==> src/sv/array_priority_queue_assert.svh <==
// assertion macros shared by the priority queue rtl
`ifndef ARRAY_PRIORITY_QUEUE_ASSERT_SVH
`define ARRAY_PRIORITY_QUEUE_ASSERT_SVH

// same-cycle implication, disabled during reset
`define APQ_ASSERT_NOW(label, clk, rst, cond, expr, msg) \
   label: assert property (@(posedge clk) disable iff (rst) (cond) |-> (expr)) \
      else $error(msg);

// next-cycle implication, disabled during reset
`define APQ_ASSERT_NEXT(label, clk, rst, cond, expr, msg) \
   label: assert property (@(posedge clk) disable iff (rst) (cond) |=> (expr)) \
      else $error(msg);

`endif

==> src/sv/apq_pkg.sv <==
// ----------------------------------------------------------------------------
// apq_pkg
// types, codes and the entry ordering for the array priority queue
// ----------------------------------------------------------------------------
package apq_pkg;

   // sizing
   localparam int DEPTH_DEFAULT  = 16;
   localparam int CAPACITY_WIDTH = 5;
   localparam int OCC_WIDTH      = 5;
   localparam logic [CAPACITY_WIDTH-1:0] CAPACITY_RESET = 5'd16;

   // operation codes
   localparam logic [1:0] OP_PUSH = 2'd0;
   localparam logic [1:0] OP_POP  = 2'd1;
   localparam logic [1:0] OP_PEEK = 2'd2;

   // status codes
   localparam logic [1:0] STATUS_OK    = 2'd0;
   localparam logic [1:0] STATUS_FULL  = 2'd1;
   localparam logic [1:0] STATUS_EMPTY = 2'd2;

   // one stored entry
   typedef struct packed {
      logic [15:0]        tag;
      logic               kind;
      logic [15:0]        time_needed;
      logic signed [15:0] prio;
   } entry_type;

   localparam int ENTRY_WIDTH = $bits(entry_type);

   // request payload
   typedef struct packed {
      logic [1:0]         operation;
      logic [15:0]        tag;
      logic               proc_kind;
      logic [15:0]        time_needed;
      logic signed [15:0] prio;
   } req_type;

   // response payload
   typedef struct packed {
      logic [1:0]           status;
      logic [15:0]          out_tag;
      logic                 out_kind;
      logic [15:0]          out_time;
      logic signed [15:0]   out_prio;
      logic [OCC_WIDTH-1:0] occupancy;
   } rsp_type;

   // scan control from the sequencer
   typedef struct packed {
      logic valid;
      logic first;
   } scan_ctl_type;

   // true when a ranks strictly above b
   function automatic logic better(input entry_type a, input entry_type b);
      logic res;
      if (a.prio != b.prio) begin
         res = (a.prio > b.prio);
      end else if (a.kind != b.kind) begin
         res = (a.kind < b.kind);
      end else begin
         res = (a.time_needed < b.time_needed);
      end
      return res;
   endfunction

endpackage

==> src/sv/apq_ram.sv <==
// ----------------------------------------------------------------------------
// apq_ram
// simple dual-port ram, one write port and one registered read port
// ----------------------------------------------------------------------------
module apq_ram #(
   parameter int WIDTH = 8,
   parameter int DEPTH = 16
) (
   input  logic                     clock,
   input  logic                     wr_en,
   input  logic [$clog2(DEPTH)-1:0] wr_addr,
   input  logic [WIDTH-1:0]         wr_data,
   input  logic                     rd_en,
   input  logic [$clog2(DEPTH)-1:0] rd_addr,
   output logic [WIDTH-1:0]         rd_data
);

   logic [WIDTH-1:0] mem [DEPTH];
   logic [WIDTH-1:0] rd_data_ff;

   // write port
   always_ff @(posedge clock) begin
      if (wr_en) begin
         mem[wr_addr] <= wr_data;
      end
   end

   // registered read port
   always_ff @(posedge clock) begin
      if (rd_en) begin
         rd_data_ff <= mem[rd_addr];
      end
   end

   assign rd_data = rd_data_ff;

endmodule

==> src/sv/apq_scan.sv <==
// ----------------------------------------------------------------------------
// apq_scan
// running best-entry tracker fed one ram word per cycle
// ----------------------------------------------------------------------------
module apq_scan #(
   parameter int DEPTH = apq_pkg::DEPTH_DEFAULT
) (
   input  logic                     clock,
   input  apq_pkg::scan_ctl_type    ctl,
   input  apq_pkg::entry_type       data,
   input  logic [$clog2(DEPTH)-1:0] index,
   output apq_pkg::entry_type       best,
   output logic [$clog2(DEPTH)-1:0] best_idx
);

   apq_pkg::entry_type               best_ff, best_in;
   logic [$clog2(DEPTH)-1:0]         best_idx_ff, best_idx_in;

   // take the first word, then only a strictly better one so ties keep the earliest
   always_comb begin
      best_in     = best_ff;
      best_idx_in = best_idx_ff;
      if (ctl.valid && (ctl.first || apq_pkg::better(data, best_ff))) begin
         best_in     = data;
         best_idx_in = index;
      end
   end

   always_ff @(posedge clock) begin
      best_ff     <= best_in;
      best_idx_ff <= best_idx_in;
   end

   assign best     = best_ff;
   assign best_idx = best_idx_ff;

endmodule

==> src/sv/array_priority_queue.sv <==
// ----------------------------------------------------------------------------
// array_priority_queue
// bounded priority queue of process entries kept in arrival order in a ram
// ----------------------------------------------------------------------------
//
//   channel   ports                          handshake
//   request   start, busy, req_item          transfer when start && !busy
//   response  rsp_valid, rsp_item            one-cycle strobe, no back-pressure
//   config    csr_valid, csr_ready, csr_data transfer when csr_valid && csr_ready
//
// push, unused code and pop/peek on an empty queue: result in the cycle after the transfer.
// pop/peek: the scan reads the ram once per held entry, then picks the best entry;
// pop then closes the gap by moving each later entry one slot down.
// the pop result is given once the best entry is known; busy holds till the shift ends.
// synchronous reset empties the queue and sets capacity to 16; ram is not cleared.
// the receiver cannot stall, so results never wait.
//
`include "array_priority_queue_assert.svh"

module array_priority_queue #(
   parameter int DEPTH = apq_pkg::DEPTH_DEFAULT
) (
   input  logic                                 clock,
   input  logic                                 reset,
   input  logic                                 start,
   output logic                                 busy,
   input  apq_pkg::req_type                     req_item,
   output logic                                 rsp_valid,
   output apq_pkg::rsp_type                     rsp_item,
   input  logic                                 csr_valid,
   output logic                                 csr_ready,
   input  logic [apq_pkg::CAPACITY_WIDTH-1:0]   csr_data
);

   localparam int IW = $clog2(DEPTH);
   localparam int CW = $clog2(DEPTH + 1);

   typedef enum logic [5:0] {
      S_IDLE  = 6'b000001,
      S_SCAN  = 6'b000010,
      S_WAIT  = 6'b000100,
      S_PICK  = 6'b001000,
      S_SHIFT = 6'b010000,
      S_DRAIN = 6'b100000
   } state_type;

   state_type                           state_ff, state_in;
   logic [IW-1:0]                       ptr_ff, ptr_in;
   logic [CW-1:0]                       count_ff, count_in;
   logic [1:0]                          op_ff, op_in;
   logic                                vld_ff, vld_in;
   logic [IW-1:0]                       idx_ff, idx_in;
   logic [apq_pkg::CAPACITY_WIDTH-1:0]  capacity_ff, capacity_in;
   logic                                rsp_valid_ff, rsp_valid_in;
   apq_pkg::rsp_type                    rsp_ff, rsp_in;

   logic                                accept;
   logic                                full;
   logic                                shift_wr;
   logic                                wr_en;
   logic [IW-1:0]                       wr_addr;
   apq_pkg::entry_type                  wr_data;
   logic                                rd_en;
   logic [apq_pkg::ENTRY_WIDTH-1:0]     rd_data;
   apq_pkg::entry_type                  rd_entry;
   apq_pkg::entry_type                  push_entry;
   apq_pkg::scan_ctl_type               scan_ctl;
   apq_pkg::entry_type                  best;
   logic [IW-1:0]                       best_idx;

   assign accept    = start && (state_ff == S_IDLE);
   assign busy      = (state_ff != S_IDLE);
   assign csr_ready = 1'b1;
   assign rd_entry  = rd_data;

   // effective capacity is the smaller of the register and the depth
   assign full = (32'(count_ff) >= 32'(capacity_ff)) || (32'(count_ff) >= DEPTH);

   always_comb begin
      push_entry.tag         = req_item.tag;
      push_entry.kind        = req_item.proc_kind;
      push_entry.time_needed = req_item.time_needed;
      push_entry.prio        = req_item.prio;
   end

   // a read issued last cycle during the shift is written one slot down
   assign shift_wr = vld_ff && ((state_ff == S_SHIFT) || (state_ff == S_DRAIN));

   // scan sees each word the cycle after its read
   assign scan_ctl.valid = vld_ff && ((state_ff == S_SCAN) || (state_ff == S_WAIT));
   assign scan_ctl.first = (idx_ff == '0);

   // sequencer
   always_comb begin
      state_in     = state_ff;
      ptr_in       = ptr_ff;
      count_in     = count_ff;
      op_in        = op_ff;
      vld_in       = 1'b0;
      idx_in       = idx_ff;
      rsp_valid_in = 1'b0;
      rsp_in       = '0;
      rd_en        = 1'b0;
      wr_en        = shift_wr;
      wr_addr      = idx_ff - IW'(1);
      wr_data      = rd_entry;

      unique case (state_ff)
         S_IDLE: begin
            if (accept) begin
               unique case (req_item.operation)
                  apq_pkg::OP_PUSH: begin
                     rsp_valid_in = 1'b1;
                     if (full) begin
                        rsp_in.status = apq_pkg::STATUS_FULL;
                     end else begin
                        wr_en    = 1'b1;
                        wr_addr  = IW'(count_ff);
                        wr_data  = push_entry;
                        count_in = count_ff + CW'(1);
                     end
                  end
                  apq_pkg::OP_POP, apq_pkg::OP_PEEK: begin
                     if (count_ff == '0) begin
                        rsp_valid_in  = 1'b1;
                        rsp_in.status = apq_pkg::STATUS_EMPTY;
                     end else begin
                        ptr_in   = '0;
                        op_in    = req_item.operation;
                        state_in = S_SCAN;
                     end
                  end
                  default: begin
                     rsp_valid_in = 1'b1;
                  end
               endcase
            end
         end
         S_SCAN: begin
            rd_en  = 1'b1;
            vld_in = 1'b1;
            idx_in = ptr_ff;
            if (CW'(ptr_ff) + CW'(1) == count_ff) begin
               state_in = S_WAIT;
            end else begin
               ptr_in = ptr_ff + IW'(1);
            end
         end
         S_WAIT: begin
            state_in = S_PICK;
         end
         S_PICK: begin
            rsp_valid_in    = 1'b1;
            rsp_in.out_tag  = best.tag;
            rsp_in.out_kind = best.kind;
            rsp_in.out_time = best.time_needed;
            rsp_in.out_prio = best.prio;
            state_in        = S_IDLE;
            if (op_ff == apq_pkg::OP_POP) begin
               count_in = count_ff - CW'(1);
               if (CW'(best_idx) != count_ff - CW'(1)) begin
                  ptr_in   = best_idx + IW'(1);
                  state_in = S_SHIFT;
               end
            end
         end
         S_SHIFT: begin
            rd_en  = 1'b1;
            vld_in = 1'b1;
            idx_in = ptr_ff;
            if (CW'(ptr_ff) == count_ff) begin
               state_in = S_DRAIN;
            end else begin
               ptr_in = ptr_ff + IW'(1);
            end
         end
         S_DRAIN: begin
            state_in = S_IDLE;
         end
         default: begin
            state_in = S_IDLE;
         end
      endcase

      // occupancy reports the count after the operation
      rsp_in.occupancy = apq_pkg::OCC_WIDTH'(count_in);
   end

   // configuration register
   always_comb begin
      capacity_in = capacity_ff;
      if (csr_valid && csr_ready) begin
         capacity_in = csr_data;
      end
   end

   // control state
   always_ff @(posedge clock) begin
      if (reset) begin
         state_ff     <= S_IDLE;
         count_ff     <= '0;
         vld_ff       <= 1'b0;
         rsp_valid_ff <= 1'b0;
         capacity_ff  <= apq_pkg::CAPACITY_RESET;
      end else begin
         state_ff     <= state_in;
         count_ff     <= count_in;
         vld_ff       <= vld_in;
         rsp_valid_ff <= rsp_valid_in;
         capacity_ff  <= capacity_in;
      end
   end

   // datapath registers
   always_ff @(posedge clock) begin
      ptr_ff <= ptr_in;
      op_ff  <= op_in;
      idx_ff <= idx_in;
      rsp_ff <= rsp_in;
   end

   assign rsp_valid = rsp_valid_ff;
   assign rsp_item  = rsp_ff;

   // entry storage
   apq_ram #(
      .WIDTH (apq_pkg::ENTRY_WIDTH),
      .DEPTH (DEPTH)
   ) u_ram (
      .clock   (clock),
      .wr_en   (wr_en),
      .wr_addr (wr_addr),
      .wr_data (wr_data),
      .rd_en   (rd_en),
      .rd_addr (ptr_ff),
      .rd_data (rd_data)
   );

   // best-entry tracker
   apq_scan #(
      .DEPTH (DEPTH)
   ) u_scan (
      .clock    (clock),
      .ctl      (scan_ctl),
      .data     (rd_entry),
      .index    (idx_ff),
      .best     (best),
      .best_idx (best_idx)
   );

   // checks
   `APQ_ASSERT_NOW(a_count_bound, clock, reset, 1'b1, 32'(count_ff) <= DEPTH,
      "entry count above depth")
   `APQ_ASSERT_NOW(a_shift_addr, clock, reset, shift_wr, CW'(idx_ff) <= count_ff,
      "shift write beyond held entries")
   `APQ_ASSERT_NOW(a_pick_idx, clock, reset, state_ff == S_PICK, CW'(best_idx) < count_ff,
      "best index outside held entries")
   `APQ_ASSERT_NEXT(a_push_rsp, clock, reset,
      accept && (req_item.operation == apq_pkg::OP_PUSH), rsp_valid,
      "push transfer without result")

endmodule

==> config.mk <==
export PLATFORM = sky130hd
export DESIGN_NAME = array_priority_queue
export DESIGN_NICKNAME = d
export VERILOG_FILES = /design/src/sv/apq_pkg.sv /design/src/sv/apq_ram.sv /design/src/sv/apq_scan.sv /design/src/sv/array_priority_queue.sv
export VERILOG_INCLUDE_DIRS = /design/src /design/src/sv
export SDC_FILE = /design/constraint.sdc
export NUM_CORES = 1
export LEC_CHECK = 0
export BUFFER_PORTS_ARGS = -buffer_cell sky130_fd_sc_hd__buf_2
export CAP_MARGIN = 30
export CORE_MARGIN = 8
export CORE_UTILIZATION = 55
export CTS_CLUSTER_DIAMETER = 50
export DETAILED_ROUTE_END_ITERATION = 10
export GPL_TIMING_DRIVEN = 0
export PLACE_DENSITY_LB_ADDON = 0.25
export SYNTH_ARGS = -nofsm -noshare
export SYNTH_HDL_FRONTEND = slang
export SYNTH_SLANG_ARGS = --single-unit
==> constraint.sdc <==
create_clock -name clock -period 7 [get_ports clock]
set_input_delay 1.05 -clock clock [delete_from_list [all_inputs] [get_ports clock]]
set_output_delay 1.05 -clock clock [all_outputs]
set_load 0.005 [all_outputs]
==> results of run 1 <==
==> flip-flops by register name, indices dropped and copies added, names as in the netlist <==
register / cells
u_ram.mem: 784
rsp_item: 56
u_scan.best_idx: 4
op_ff: 2
idx_ff: 4
count_ff: 5
capacity_ff: 5
vld_ff: 1
u_scan.best: 49
state_ff: 6
rsp_valid: 1
u_ram.rd_data: 49
ptr_ff: 4
==> worst min-delay path by stage <==
stage | from | endpoint | slack, ps | depth (start not counted)
2_1_floorplan | u_scan.best[33] | rsp_item[38] | 420 | 1
3_3_place_gp | u_scan.best[40] | rsp_item[45] | 430 | 1
3_5_place_dp | u_scan.best[40] | rsp_item[45] | 430 | 1
4_1_cts | u_scan.best[40] | rsp_item[45] | 440 | 1
5_1_grt | u_scan.best[40] | rsp_item[45] | 450 | 1
6_report | u_scan.best[40] | rsp_item[45] | 440 | 1
==> per-stage QoR <==
stage / util / area [sq um] / std cells
final: 0.6561 / 44060 / 3086
after global routing: 0.6561 / 44060 / 3085
after CTS: 0.6553 / 44010 / 3080
after detailed placement: 0.6083 / 40860 / 2902
after global placement: 0.5808 / 39000 / 2826
after floorplan: - / 37330 / 1837
==> power breakdown <==
part	switching (mW)	leakage (nW)	internal (mW)	total, mW
Clock	2.13	1.53	2.97	5.10
Combinational	1.16	4.68	1.07	2.23
Sequential	0.0310	8.67	6.50	6.53
==> placed cells by master, fill, tap and decap left out, drive strengths merged, types with 25 or more instances in the layout <==
master,n
edfxtp,896
mux4,245
buf,231
clkbuf,190
nand2,162
dfxtp,74
nor2,66
inv,53
ha,45
clkinv,31
and2,25
==> layout make-up <==
| cell class | instances | area (sq um) | share of cell area |
|---|---|---|---|
| antenna | 1 | 2.502 | 0.00005679 |
| buffer | 89 | 361.6 | 0.008206 |
| clock buffer | 135 | 2788 | 0.06326 |
| clock inverter | 43 | 365.4 | 0.008291 |
| inverter | 50 | 190.2 | 0.004316 |
| multi-input combinational | 728 | 8551 | 0.1941 |
| sequential | 970 | 28390 | 0.6442 |
| tap | 873 | 1092 | 0.02479 |
| timing repair buffer | 197 | 2326 | 0.05279 |
==> cell families (layout without fill, tap and decap cells) <==
| logic type | count (synthesis) | after routing | synth area share |
|---|---|---|---|
| AOI/OAI and AO/OA | 86 | 86 | 0.01545 |
| other | 1 | 2 | 0.0001004 |
| buffers and inverters | 139 | 514 | 0.01471 |
| muxes | 252 | 252 | 0.1497 |
| adders and majority gates | 45 | 45 | 0.01508 |
| and+or+nand+nor | 321 | 321 | 0.03915 |
| xor gates and xnor gates | 23 | 23 | 0.005396 |
| DFF | 970 | 970 | 0.7604 |
==> routing by layer <==
| layer | wire (um) | track usage | part of all wire | vias up |
|---|---|---|---|---|
| li1 | - | - | - | 7998 |
| met3 | 7041 | 0.04077 | 0.077 | 193 |
| met2 | 46940 | 0.4129 | 0.52 | 967 |
| met5 | 0 | 0 | 0 | - |
| met1 | 34190 | 0.3007 | 0.38 | 9945 |
| met4 | 2864 | 0.08228 | 0.031 | 0 |
==> parameters.txt, run 1 <==
Parameter                              Value

Clock network
  Num CTS Buffers ... around 100
  Gates resized, CTS repair ... 0
  TritonCTS Sinks ... between 900 and 1k
  Post-cts hold buffer count ... 0
  Number of buffers added for setup after CTS ... 0
  Maximum count of clock buffers along a single path ... 3
  Insertion delay to the later sink of the worst-skew pair ... 650 ps
  Clock tree from TritonCTS ... built
  Number of H-tree levels ... 3
  Clock slew at the register clock pins of the worst setup and hold paths ... roughly 60 ps
  Cell chosen for the clock root ... sky130_fd_sc_hd__clkbuf_16

Worst setup path
  Chain of cells forming the critical path ... clkbuf_1, inv_1, ha_1, nor2b_1, o21ai_0, a2111o_1, clkbuf_1, clkbuf_1, nand3_1, a21oi_4, buf_16, buf_16, buf_16
  Worst r2r src ... count_ff[0]
  CP endpoint ... u_ram.mem[12][23]
  Buffer and inverter count on the worst path ... 7
  Reg-to-reg slack, setup ... ~1700 ps
  Crit Path Max Fanout ... 15
  Signal arrival time at the worst endpoint ... 5610 ps
  Top Family by Delay on Critical Path ... buffers and inverters
  Capturing point of the worst reg2reg path ... u_ram.mem[12][23]
  Logic depth of the worst path, buffers included ... 13
  CP Class ... flop to flop
  Category of the worst setup path launch point ... flop
  Kind of capture point of the worst setup path ... flop
  Launch point of the critical path ... count_ff[0]
  Biggest cell delay along the critical path ... 680 ps
  Master of the slowest instance on the critical path ... sky130_fd_sc_hd__clkbuf_1
  Required time reported for the critical path endpoint ... approximately 7300 ps
  Cell count of the worst reg-to-reg path ... 13

Yosys
  Cell types with the highest counts after synthesis ... sky130_fd_sc_hd__edfxtp_1, sky130_fd_sc_hd__mux4_2, sky130_fd_sc_hd__nand2_1
  Most frequent cell after synthesis ... sky130_fd_sc_hd__edfxtp_1
  Synth Flop Type ... sky130_fd_sc_hd__edfxtp_1
  Cell variety after synth ... 62
  Synth Net Count ... between 1.5k and 2k
  Post-synth design cell area ... between 30000 and 40000 sq um
  Top cells by area in the synthesized netlist ... sky130_fd_sc_hd__edfxtp_1, sky130_fd_sc_hd__mux4_2, sky130_fd_sc_hd__dfxtp_1
  Post-synth EDFFs ... approximately 900
  Sequential fraction of the synthesis area ... 0.7604
  Seq cells post-synth ... just under 1k
  Number of cells produced by synthesis ... between 1.5k and 2k
  Post-Synthesis Mean Instance Area ... 20.32 sq um
  Share of the synthesized area in the top cell type ... 0.7207
  Cell taking the most area after synthesis ... sky130_fd_sc_hd__edfxtp_1
  Number of warnings issued by yosys ... 0
  Async set-or-reset flop fraction in the synthesized netlist ... 0

Floorplanning
  Horizontal extent of the die ... approximately 280 um
  Count of pins on the block boundary ... approximately 120
  Area of the core ... about 67000 sq um
  Vert. Die Dim ... 276.5 um
  Initial core utilization ... 0.5559
  Floorplan die area ... between 70000 and 80000 sq um
  Cell row count ... between 90 and 100

STA
  Final count of hold timing violations ... 0
  Number of endpoints failing setup at the final stage ... 0
  Period minus WS final ... around 5300 ps
  Final count of pins violating max slew ... 0
  Final worst-path cycle share ... 0.7532
  Post-route clock skew ... roughly 18 ps
  Worst-case hold slack ... around 440 ps
  Setup Total Neg Slack ... 0 ps
  Headroom to the max-slew limit ... 0.2891
  Final worst-path setup slack ... roughly 1700 ps
  Worst-margin pin slew ... ~1100 ps
  Fmax ... around 0.19 GHz
  Setup repair after global routing missed its margin ... false

Routing
  Routed wire length ... slightly above 90000 um
  Number of antenna-violating nets in the routed design ... 0
  Detailed-route vias per instance ... ~6.2
  First DRT Iteration DRCs ... approximately 2.3k
  Initial DRT Pass Iterations ... 5
  DRC violation count after routing ... 0
  Vias ... 19.10k
  Average wire per standard cell ... around 29 um

Final layout
  Fraction of layout instances using a drive strength above 1 ... 0.2821
  Area grow syn2layout ... 18.03%
  Final net count ... between 2k and 2.5k
  Layout fillers ... 4172

Power
  Final Total Pwr ... 13.87 mW
  Power density normalized to cell area ... 314.7 nW/um^2
  Static leakage power ... 14.88 nW
  Peak supply drop ... around 0.22 mV

Global routing
  Number of global-route vias before repair ... 20.02k
  Leftover overflow at the end of global routing ... 0
  Global-route wire length before repair ... between 100000 and 150000 um
  Largest net degree at the start of global routing ... 45
  GR Util All Layers ... 0.2370
  Initial antenna violation count ... 3

Placed design
  Routability congestion estimate from global placement ... around 0.82
  Buffers on Ports ... 116
  Post-detailed-placement half-perimeter wirelength ... between 60000 and 70000 um
  Setup slack at placement ... roughly 1800 ps

Hold path
  Kind of path behind the tightest hold check ... flop to flop

Status
  Status ... finished clean

Flow run
  Max-cap violations ... 0
Note: power is estimated with default switching activity, not from simulation.
==> run 2, diff against run 1 <==
--- a/config.mk
+++ b/config.mk
@@ -6,6 +6,7 @@
 export SDC_FILE = /design/constraint.sdc
 export NUM_CORES = 1
 export LEC_CHECK = 0
+export ABC_AREA = 1
 export BUFFER_PORTS_ARGS = -buffer_cell sky130_fd_sc_hd__buf_2
 export CAP_MARGIN = 30
 export CORE_MARGIN = 8
==> constraint.sdc (replaced) <==
create_clock -name clock -period 5.1 [get_ports clock]
set_input_delay 0.765 -clock clock [delete_from_list [all_inputs] [get_ports clock]]
set_output_delay 0.765 -clock clock [all_outputs]
set_load 0.005 [all_outputs]
==> run 2 against run 1 <==
  * Synthesized area rose by 3.2%
  * First-iteration DRC count rose by 42%
  * Register-to-register slack got worse by 440 ps
  * Hold slack got worse by 120 ps
  * Combinational power fell by 54%
  * Synthesized cell count rose by 57%
  * Critical path depth fell by 2
  * Via count rose by 33%
  * Clock skew rose by 15 ps
  * Count of clock-buffer cells in the layout fell by 3
  * Non-clock buffer count rose by 32
  * Critical path type unchanged
  * Largest cell class unchanged
==> parameters.txt, run 2 <==
Parameter                              Value

Status
  Status ... finished clean

Flow run
  Max-cap violations ... 0 (unchanged)

STA
  Final worst-path cycle share ... 0.7477 (-0.005500)
  Headroom to the max-slew limit ... 0.2608 (-0.02828)
  Post-route clock skew ... 33.03 ps (+15.26 ps)
  Period minus WS final ... 3813 ps (-1459 ps)
  Fmax ... 0.2623 GHz (+38%)
  Worst-margin pin slew ... 1101 ps (+42.21 ps)
  Final count of pins violating max slew ... 0 (unchanged)
  Number of endpoints failing setup at the final stage ... 0 (unchanged)
  Setup repair after global routing missed its margin ... false
  Final count of hold timing violations ... 0 (unchanged)
  Final worst-path setup slack ... 1287 ps (-440.9 ps)
  Worst-case hold slack ... 318.0 ps (-117.5 ps)

Worst setup path
  Signal arrival time at the worst endpoint ... 4160 ps (-1450 ps)
  Reg-to-reg slack, setup ... 1290 ps (-440 ps)
  Crit Path Max Fanout ... 22 (+7)
  Kind of capture point of the worst setup path ... flop
  Launch point of the critical path ... count_ff[0]
  Capturing point of the worst reg2reg path ... u_ram.mem[0][2]
  Required time reported for the critical path endpoint ... 5450 ps (-1890 ps)
  Category of the worst setup path launch point ... flop
  Cell count of the worst reg-to-reg path ... 11 (-2)
  Worst r2r src ... count_ff[0]
  CP Class ... flop to flop

Final layout
  Storage element area ... 28390 sq um (unchanged)
  Max FFs per register ... 784 (unchanged)
  Final net count ... 3240 (+45%)
  Antenna fix cells ... 0 (-1)
  Fraction of layout instances using a drive strength above 1 ... 0.1375 (-0.1446)
  Layout fillers ... 5033 (+21%)
  Area grow syn2layout ... 15.36%
  Commonest cells after routing, fill and taps aside ... sky130_fd_sc_hd__edfxtp_1, sky130_fd_sc_hd__nor2_1, sky130_fd_sc_hd__nand2_1
  Multi-input combinational cell area ... 8916 sq um (+4.3%)
  Core utilization of the finished layout ... 0.6381 (-0.01798)
  Commonest non-fill, non-tap cell in the layout ... sky130_fd_sc_hd__edfxtp_1
  Register with the most flip-flops ... u_ram.mem
  Fin area ... 44460 sq um (+0.89%)

Global routing
  Number of global-route vias before repair ... 25.09k (+25%)
  GR Util All Layers ... 0.2614 (+0.02444)
  Initial antenna violation count ... 2 (-1)
  Largest net degree at the start of global routing ... 33 (-27%)
  Global-route wire length before repair ... 154500 um (+16%)
  Leftover overflow at the end of global routing ... 0 (unchanged)

Yosys
  Cell variety after synth ... 52 (-16%)
  Post-synth design cell area ... 38530 sq um (+3.2%)
  Top cells by area in the synthesized netlist ... sky130_fd_sc_hd__edfxtp_1, sky130_fd_sc_hd__nor2_1, sky130_fd_sc_hd__dfxtp_1
  Compound-Gate Fraction of Synth Area ... 0.08260 (+0.06715)
  Synth Net Count ... 2986 (+54%)
  Most frequent cell after synthesis ... sky130_fd_sc_hd__edfxtp_1
  Cell types with the highest counts after synthesis ... sky130_fd_sc_hd__edfxtp_1, sky130_fd_sc_hd__nor2_1, sky130_fd_sc_hd__nand2_1
  Number of warnings issued by yosys ... 0 (unchanged)
  Share of the synthesized area in the top cell type ... 0.6982 (-0.02249)
  Seq cells post-synth ... 970 (unchanged)
  Number of cells produced by synthesis ... 2881 (+57%)
  Cell taking the most area after synthesis ... sky130_fd_sc_hd__edfxtp_1
  Post-synthesis xor/xnor area fraction ... 0.002695 (-0.002701)
  Area fraction in and, or, nand and nor cells after synthesis ... 0.1059 (+0.06671)
  Main combinational cell family by area after synthesis ... simple AND/OR/NAND/NOR gates
  Async set-or-reset flop fraction in the synthesized netlist ... 0 (unchanged)
  Post-Synthesis Mean Instance Area ... 13.38 sq um (-34%)
  Sequential fraction of the synthesis area ... 0.7367 (-0.02373)
  Post-synth EDFFs ... 896 (unchanged)
  Multiplexer share of the synthesized area ... 0.02208 (-0.1276)
  Synth Flop Type ... sky130_fd_sc_hd__edfxtp_1
  Share of synthesized cell area in full adder, half adder and majority cells ... 0.01461 (-0.0004706)

Hold path
  Worst Hold Path Cells ... 1 (unchanged)
  Hold Path Origin ... req_item[50]
  Worst hold path endpoint ... op_ff[1]
  Kind of path behind the tightest hold check ... input pin to flop

Floorplanning
  Horizontal extent of the die ... 280.7 um (+1.5%)
  Initial core utilization ... 0.5531 (-0.002738)
  Area of the core ... 69660 sq um (+3.7%)
  Vert. Die Dim ... 280.7 um (+1.5%)
  Floorplan die area ... 78790 sq um (+3.0%)
  Count of pins on the block boundary ... 119 (unchanged)
  Cell row count ... 97 (+2.1%)

Clock network
  Gates resized, CTS repair ... 0 (unchanged)
  Insertion delay to the later sink of the worst-skew pair ... 660 ps (about the same)
  Num CTS Buffers ... 100 (+1.0%)
  Cell chosen for the clock root ... sky130_fd_sc_hd__clkbuf_16
  TritonCTS Sinks ... 970 (unchanged)
  Maximum count of clock buffers along a single path ... 3 (unchanged)
  Clock tree from TritonCTS ... built
  Clock slew at the register clock pins of the worst setup and hold paths ... 60 ps (about the same)
  Post-cts hold buffer count ... 0 (unchanged)
  Number of buffers added for setup after CTS ... 0 (unchanged)
  Number of H-tree levels ... 3 (unchanged)

Routing
  Routed wire length ... 104500 um (+15%)
  Detailed-route vias per instance ... 6.086 (-1.7%)
  Vias ... 25.32k (+33%)
  First DRT Iteration DRCs ... 3193 (+42%)
  DRC violation count after routing ... 0 (unchanged)
  Average wire per standard cell ... 25.11 um (-15%)
  Initial DRT Pass Iterations ... 6 (+1)
  Number of antenna-violating nets in the routed design ... 0 (unchanged)

Power
  Static leakage power ... 15.74 nW (+5.8%)
  Power density normalized to cell area ... 382.3 nW/um^2 (+21%)
  Final Total Pwr ... 16.99 mW (+23%)
  Peak supply drop ... 0.2551 mV (+15%)

Placed design
  Post-DP Area ... 41130 sq um (+0.66%)
  Buffers on Ports ... 117 (+0.86%)
  Setup slack at placement ... 1302 ps (-499.7 ps)
  Post-detailed-placement half-perimeter wirelength ... 69400 um (+15%)
  Routability congestion estimate from global placement ... 0.8370 (+1.5%)
run 2: critical path, stage by stage (launching register included):
cell and delay, ps:
sky130_fd_sc_hd__dfxtp_1 530, sky130_fd_sc_hd__inv_2 130, sky130_fd_sc_hd__ha_1 310, sky130_fd_sc_hd__o21ai_1 220, sky130_fd_sc_hd__nand3_2 160, sky130_fd_sc_hd__nor2_4 280, sky130_fd_sc_hd__inv_4 120, sky130_fd_sc_hd__o21ai_4 190
sky130_fd_sc_hd__nand2_1 280, sky130_fd_sc_hd__nor2_4 830, sky130_fd_sc_hd__buf_16 250, sky130_fd_sc_hd__buf_16 190
run 2: cell families (layout without fill, tap and decap cells):
family / Yosys count / after routing
DFF: 970 / 970
adders and majority gates: 45 / 45
and+or+nand+nor: 1017 / 1017
muxes: 85 / 85
xor gates and xnor gates: 11 / 11
AOI/OAI and AO/OA: 459 / 459
other: 1 / 1
buffers and inverters: 293 / 633
run 2: layout make-up:
| type | count | area share |
|---|---|---|
| Sequential cell | 970 | 0.6386 |
| Clock inverter | 56 | 0.01292 |
| Timing Repair Buffer | 152 | 0.02978 |
| Clock buffer | 132 | 0.06105 |
| Tap cell | 940 | 0.02646 |
| Buffer | 166 | 0.01979 |
| Multi-Input combinational cell | 1618 | 0.2006 |
| Inverter | 127 | 0.01089 |
run 2: how the worst max path moves through the flow:
| stage | slack, ps | end |
|---|---|---|
| final | 1290 | u_ram.mem[0][2] |
| after CTS | 1280 | u_ram.mem[0][2] |
| after global routing | 1080 | u_ram.mem[12][37] |
| after detailed placement | 1300 | u_ram.mem[0][0] |
| after floorplan | 820 | u_ram.mem[13][0] |
| after global placement | -2220 | u_scan.best[36] |
run 2: stage by stage:
stage	instances	TNS (ps)
2_1_floorplan	2881	0
3_3_place_gp	3938	-1344410
3_5_place_dp	3971	0
4_1_cts	4159	0
5_1_grt	4161	0
6_report	4161	0
run 2: layer usage:
layer | up-vias | GRT usage | wire length (um)
li1 | 11060 | - | -
met1 | 12430 | 0.3440 | 39640
met2 | 1554 | 0.4211 | 49180
met3 | 287 | 0.05138 | 11030
met4 | 0 | 0.1192 | 4635
met5 | - | 0 | 0
run 2: power breakdown:
group	leakage, nW	switching, mW	internal, mW
clock	1.60	3.03	4.22
sequential	8.67	0.0156	8.71
combinational	5.47	0.730	0.285
total	15.7	3.77	13.2
